--- src/rtl/core/krt_pkg.sv ---
`default_nettype none

package krt_pkg;

    localparam int TOTAL_W = 7;

    typedef enum logic [2:0] {
        CMD_ADD    = 3'd0,
        CMD_LIST   = 3'd1,
        CMD_SEARCH = 3'd2,
        CMD_UPDATE = 3'd3,
        CMD_DELETE = 3'd4
    } cmd_e;

    typedef enum logic [1:0] {
        STAT_OK    = 2'd0,
        STAT_MISS  = 2'd1,
        STAT_FULL  = 2'd2,
        STAT_EMPTY = 2'd3
    } status_e;

    typedef enum logic [3:0] {
        S_IDLE,
        S_ADD,
        S_LIST_RD,
        S_LIST_OUT,
        S_SRCH_RD,
        S_SRCH_CHK,
        S_SHIFT_RD,
        S_SHIFT_WR,
        S_EMIT
    } state_e;

    typedef enum logic [1:0] {
        WR_ADD,
        WR_UPDATE,
        WR_SHIFT
    } wr_src_e;

    typedef struct packed {
        logic [2:0]         command;
        logic signed [31:0] key;
        logic [31:0]        price_bits;
        logic signed [31:0] quantity;
    } in_item_t;

    typedef struct packed {
        logic [1:0]         status;
        logic signed [31:0] record_key;
        logic [31:0]        record_price;
        logic signed [31:0] record_quantity;
        logic [TOTAL_W-1:0] entry_total;
        logic               last;
    } out_item_t;

    typedef struct packed {
        logic signed [31:0] key;
        logic [31:0]        price;
        logic signed [31:0] quantity;
    } rec_t;

    typedef struct packed {
        logic    accept;
        logic    idx_inc;
        logic    cnt_inc;
        logic    cnt_dec;
        logic    wr_en;
        wr_src_e wr_src;
        logic    rd_next;
        logic    res_rec;
        logic    res_code;
        status_e code;
        logic    out_res;
        logic    out_list;
    } ctrl_cmd_t;

    typedef struct packed {
        logic full;
        logic empty;
        logic idx_end;
        logic hit;
        logic shift_end;
        logic list_last;
        logic out_free;
        logic is_update;
        logic is_delete;
    } dp_stat_t;

endpackage

`default_nettype wire

--- src/rtl/core/krt_ctrl.sv ---
`default_nettype none

module krt_ctrl import krt_pkg::*; (
    input  wire logic       clk,
    input  wire logic       rst_n,
    input  wire logic       req_valid,
    input  wire logic [2:0] req_command,
    output logic            req_stall,
    input  wire dp_stat_t   stat,
    output ctrl_cmd_t       cmd
);

    state_e state_reg;
    state_e state_next;

    always_ff @(posedge clk or negedge rst_n)
    begin
        if (!rst_n)
        begin
            state_reg <= S_IDLE;
        end
        else
        begin
            state_reg <= state_next;
        end
    end

    assign req_stall = (state_reg != S_IDLE);

    // next state
    always_comb
    begin
        state_next = state_reg;
        unique case (state_reg)
            S_IDLE:
            begin
                if (req_valid)
                begin
                    unique case (req_command) inside
                        CMD_ADD:                                state_next = S_ADD;
                        CMD_LIST:                               state_next = S_LIST_RD;
                        CMD_SEARCH, CMD_UPDATE, CMD_DELETE:     state_next = S_SRCH_RD;
                        default:                                state_next = S_IDLE;
                    endcase
                end
            end
            S_ADD:      state_next = S_EMIT;
            S_LIST_RD:  state_next = stat.empty ? S_EMIT : S_LIST_OUT;
            S_LIST_OUT:
            begin
                if (stat.out_free)
                begin
                    state_next = stat.list_last ? S_IDLE : S_LIST_RD;
                end
            end
            S_SRCH_RD:  state_next = stat.idx_end ? S_EMIT : S_SRCH_CHK;
            S_SRCH_CHK:
            begin
                if (stat.hit)
                begin
                    state_next = stat.is_delete ? S_SHIFT_RD : S_EMIT;
                end
                else
                begin
                    state_next = S_SRCH_RD;
                end
            end
            S_SHIFT_RD: state_next = stat.shift_end ? S_EMIT : S_SHIFT_WR;
            S_SHIFT_WR: state_next = S_SHIFT_RD;
            S_EMIT:
            begin
                if (stat.out_free)
                begin
                    state_next = S_IDLE;
                end
            end
            default:    state_next = S_IDLE;
        endcase
    end

    // datapath commands
    always_comb
    begin
        cmd = '{
            accept:   1'b0,
            idx_inc:  1'b0,
            cnt_inc:  1'b0,
            cnt_dec:  1'b0,
            wr_en:    1'b0,
            wr_src:   WR_ADD,
            rd_next:  1'b0,
            res_rec:  1'b0,
            res_code: 1'b0,
            code:     STAT_OK,
            out_res:  1'b0,
            out_list: 1'b0
        };
        unique case (state_reg)
            S_IDLE:
            begin
                cmd.accept = req_valid;
            end
            S_ADD:
            begin
                cmd.res_code = 1'b1;
                if (stat.full)
                begin
                    cmd.code = STAT_FULL;
                end
                else
                begin
                    cmd.code    = STAT_OK;
                    cmd.wr_en   = 1'b1;
                    cmd.wr_src  = WR_ADD;
                    cmd.cnt_inc = 1'b1;
                end
            end
            S_LIST_RD:
            begin
                if (stat.empty)
                begin
                    cmd.res_code = 1'b1;
                    cmd.code     = STAT_EMPTY;
                end
            end
            S_LIST_OUT:
            begin
                if (stat.out_free)
                begin
                    cmd.out_list = 1'b1;
                    cmd.idx_inc  = 1'b1;
                end
            end
            S_SRCH_RD:
            begin
                if (stat.idx_end)
                begin
                    cmd.res_code = 1'b1;
                    cmd.code     = STAT_MISS;
                end
            end
            S_SRCH_CHK:
            begin
                if (stat.hit)
                begin
                    cmd.res_rec = 1'b1;
                    if (stat.is_update)
                    begin
                        cmd.wr_en  = 1'b1;
                        cmd.wr_src = WR_UPDATE;
                    end
                end
                else
                begin
                    cmd.idx_inc = 1'b1;
                end
            end
            S_SHIFT_RD:
            begin
                cmd.rd_next = 1'b1;
                if (stat.shift_end)
                begin
                    cmd.cnt_dec = 1'b1;
                end
            end
            S_SHIFT_WR:
            begin
                cmd.wr_en   = 1'b1;
                cmd.wr_src  = WR_SHIFT;
                cmd.idx_inc = 1'b1;
            end
            S_EMIT:
            begin
                cmd.out_res = stat.out_free;
            end
            default:
            begin
                cmd.accept = 1'b0;
            end
        endcase
    end

endmodule

`default_nettype wire

--- config.mk ---
export PLATFORM = sky130hd
export DESIGN_NAME = krt_ctrl
export DESIGN_NICKNAME = d
export VERILOG_FILES = /design/src/rtl/core/krt_pkg.sv /design/src/rtl/core/krt_ctrl.sv
export SDC_FILE = /design/constraint.sdc
export NUM_CORES = 1
export LEC_CHECK = 0
export BUFFER_PORTS_ARGS = -buffer_cell sky130_fd_sc_hd__buf_2
export CAP_MARGIN = 20
export CORE_MARGIN = 2
export CORE_UTILIZATION = 45
export DETAILED_ROUTE_END_ITERATION = 10
export GPL_TIMING_DRIVEN = 0
export PLACE_DENSITY = 0.87
export SYNTH_ARGS = -nofsm -noshare
export SYNTH_HDL_FRONTEND = slang
export SYNTH_SLANG_ARGS = --single-unit
export TNS_END_PERCENT = 100
--- constraint.sdc ---
create_clock -name clk -period 2.8 [get_ports clk]
set_input_delay 0.14 -clock clk [delete_from_list [all_inputs] [get_ports clk]]
set_output_delay 0.14 -clock clk [all_outputs]
set_load 0.02 [all_outputs]
==> metrics.yaml <==
sta:
  period_minus_slack_ps: 1667
  skew_ps: 2.864
  tightest_slew_ps: 331.2
  hold_viol_final: 0
  slew_headroom: 0.7776
  fmax_mhz: 599.9
  post-route-period-util: 0.5954
  setup_viol: 0
  final-max-slew-violation-count: 0
  timing.hold.ws_ps: 228.7
  rsz0062_at_grt: "false"
  fin_tns_setup_ps: 0
floorplan:
  die_area_mm2: 0.001744
  die_w_um: 41.77
  initial_utilization: 0.4872
  design.portCount: 30
  core_mm2: 0.001318
  die_y_um: 41.77
  rows: 13
drt:
  post_drt_via_cell_ratio: 6.090
  drt-pass1-iter-count: 5
  drt_iter0_markers: 19
  routed_wl_um: 1842
  wl_per_cell_um: 15.10
  drc_errors: 0
  vias: 743
  ant_nets: 0
clock_network:
  clockBufferDepth: 2
  cts_buffers: 3
  clk_pin_slew_worst_paths_ps: 40
  cts_root_buf: "clkbuf_4"
  htree_levels: 1
  cts_tree: "built"
  clock_latency_ps: 240
  post_cts_buffers: 0
  ctsResizeCount: 0
  cts_sinks: 4
layout:
  fillers: 116
  largest_register_ffs: 4
  antenna_cells: 0
  final_cell_mix: "buf_2, nand2b_1, nor2_1"
  fin_nets: 124
  final_common_cell: "buf_2"
  drive_gt1_frac: 0.4579
  syn2layout_area_growth_pct: 30.60
outcome:
  outcome: "finished, final reports clean"
flow_run:
  drv_cap: 0
yosys:
  async_flop_share: 1.000
  ys.flop_type: "dfrtp_1"
  synth_cells: 74
  syn_avg_cell_area_um2: 8.674
  syn_area_um2: 641.9
  yosysSeqAreaShare: 0.1559
  synth_fp_nets: 89
  ys_types: 40
  synth_warnings: 0
  synth_edf_count: 0
  ys_seq_elements: 4
hold_path:
  hold_path_class: "in -> reg"
worst_setup_path:
  crit_arrival_ps: 1530
  critPathRequiredTime_ps: 2660
  cp_max_fo: 10
  worstSetupPathType: "reg -> out"
  end_kind: "output port"
  start_kind: "flip-flop"
power:
  leakage_nw: 0.3882
  powerDensity_mw_per_mm2: 733.0
  ir_drop_v: 0.0004464
place:
  port_buffers: 29
  dp_hpwl_um: 1440
  place_congestion: 0.8657
global_route:
  grt_first_pass_wirelength_um: 3180
  grt_max_degree: 11
  antenna_found_initial: 0
  track_usage: 0.2334
  grt_overflow: 0
  grt_pass1_vias: 724
metrics by stage:
step           instances  cell area [um^2]    util  worst slack (ps)  power, mW
3_5_place_dp         118             805.8  0.6116              1406     0.5365
4_1_cts              122             838.3  0.6363              1147     0.6128
3_3_place_gp         118             805.8  0.6116              1409     0.5277
2_1_floorplan         74             641.9       -              1119     0.4281
5_1_grt              122             838.3  0.6363              1023     0.6584
6_report             122             838.3  0.6363              1133     0.6145
timing repair:
item,4_1_cts,5_1_grt
endpoints found under the hold margin,4,0
endpoints found under the setup margin,0,0
hold buffers,1,0
metal layers:
metal  routed length, um  track usage  up-vias  part of all wire
li1                    -            -      350                 -
met1                 743       0.2718      344              0.40
met2                 941       0.4094       39              0.51
met3                 113      0.02174       10             0.061
met4                  44       0.1355        0             0.024
met5                   0            0        -                 0
final timing paths:
check,start,endpoint,slack (ps),cells past startpoint
max in group asynchronous,rst_n,state_reg[3],2430,2
max,state_reg[2],cmd[0],1130,4
min,req_command[0],state_reg[0],230,3
min reg2reg,state_reg[3],state_reg[2],660,3
min in group asynchronous,rst_n,state_reg[2],240,2
max reg2reg,state_reg[1],state_reg[2],1450,4
layout make-up:
| class | count | area [um^2] | area share |
|---|---|---|---|
| Tap cell | 15 | 18.77 | 0.02239 |
| Sequential cell | 4 | 100.1 | 0.1194 |
| Buffer | 6 | 60.06 | 0.07164 |
| Multi-Input combinational cell | 61 | 470.5 | 0.5612 |
| Inverter | 3 | 11.26 | 0.01343 |
| Timing Repair Buffer | 30 | 155.1 | 0.1851 |
| Clock buffer | 3 | 22.52 | 0.02687 |
synthesized netlist by cell type, types with 2 or more instances:
cell type  n  area (um^2)
nor2b_1    3        18.77
and4_1     2        17.52
buf_6      4        45.04
nor3_1     2        10.01
inv_1      2        7.510
nand2b_1   5        31.28
a31oi_1    4        25.02
nor4b_2    2        30.03
nor2_1     5        18.77
nand3_1    2        10.01
mux2i_1    2        20.02
dfrtp_1    4        100.1
nand3b_1   3        22.52
nand4_1    2        12.51
nand2_1    4        15.01
buf_4      2        15.01
o221ai_1   2        17.52
and2b_1    2        15.01
report_power, final:
group	internal [mW]	switching, mW	total, mW
combinational	0.185	0.255	0.440
sequential	0.0748	0.0270	0.102
clock	0.0480	0.0245	0.0725
total	0.308	0.307	0.614
cell families after synthesis:
group,synth area share
flip-flops,0.1560
AND/OR/NAND/NOR,0.5030
multiplexers,0.03119
buffers and inverters,0.1111
AO/OA/AOI/OAI,0.1988
worst max-delay path: stages, from the launching register on:
cell and delay, ps:
dfrtp_1 470, buf_6 190, nor2_1 240, and4_1 230, buf_2 160
(Power assumes the default switching activity.)
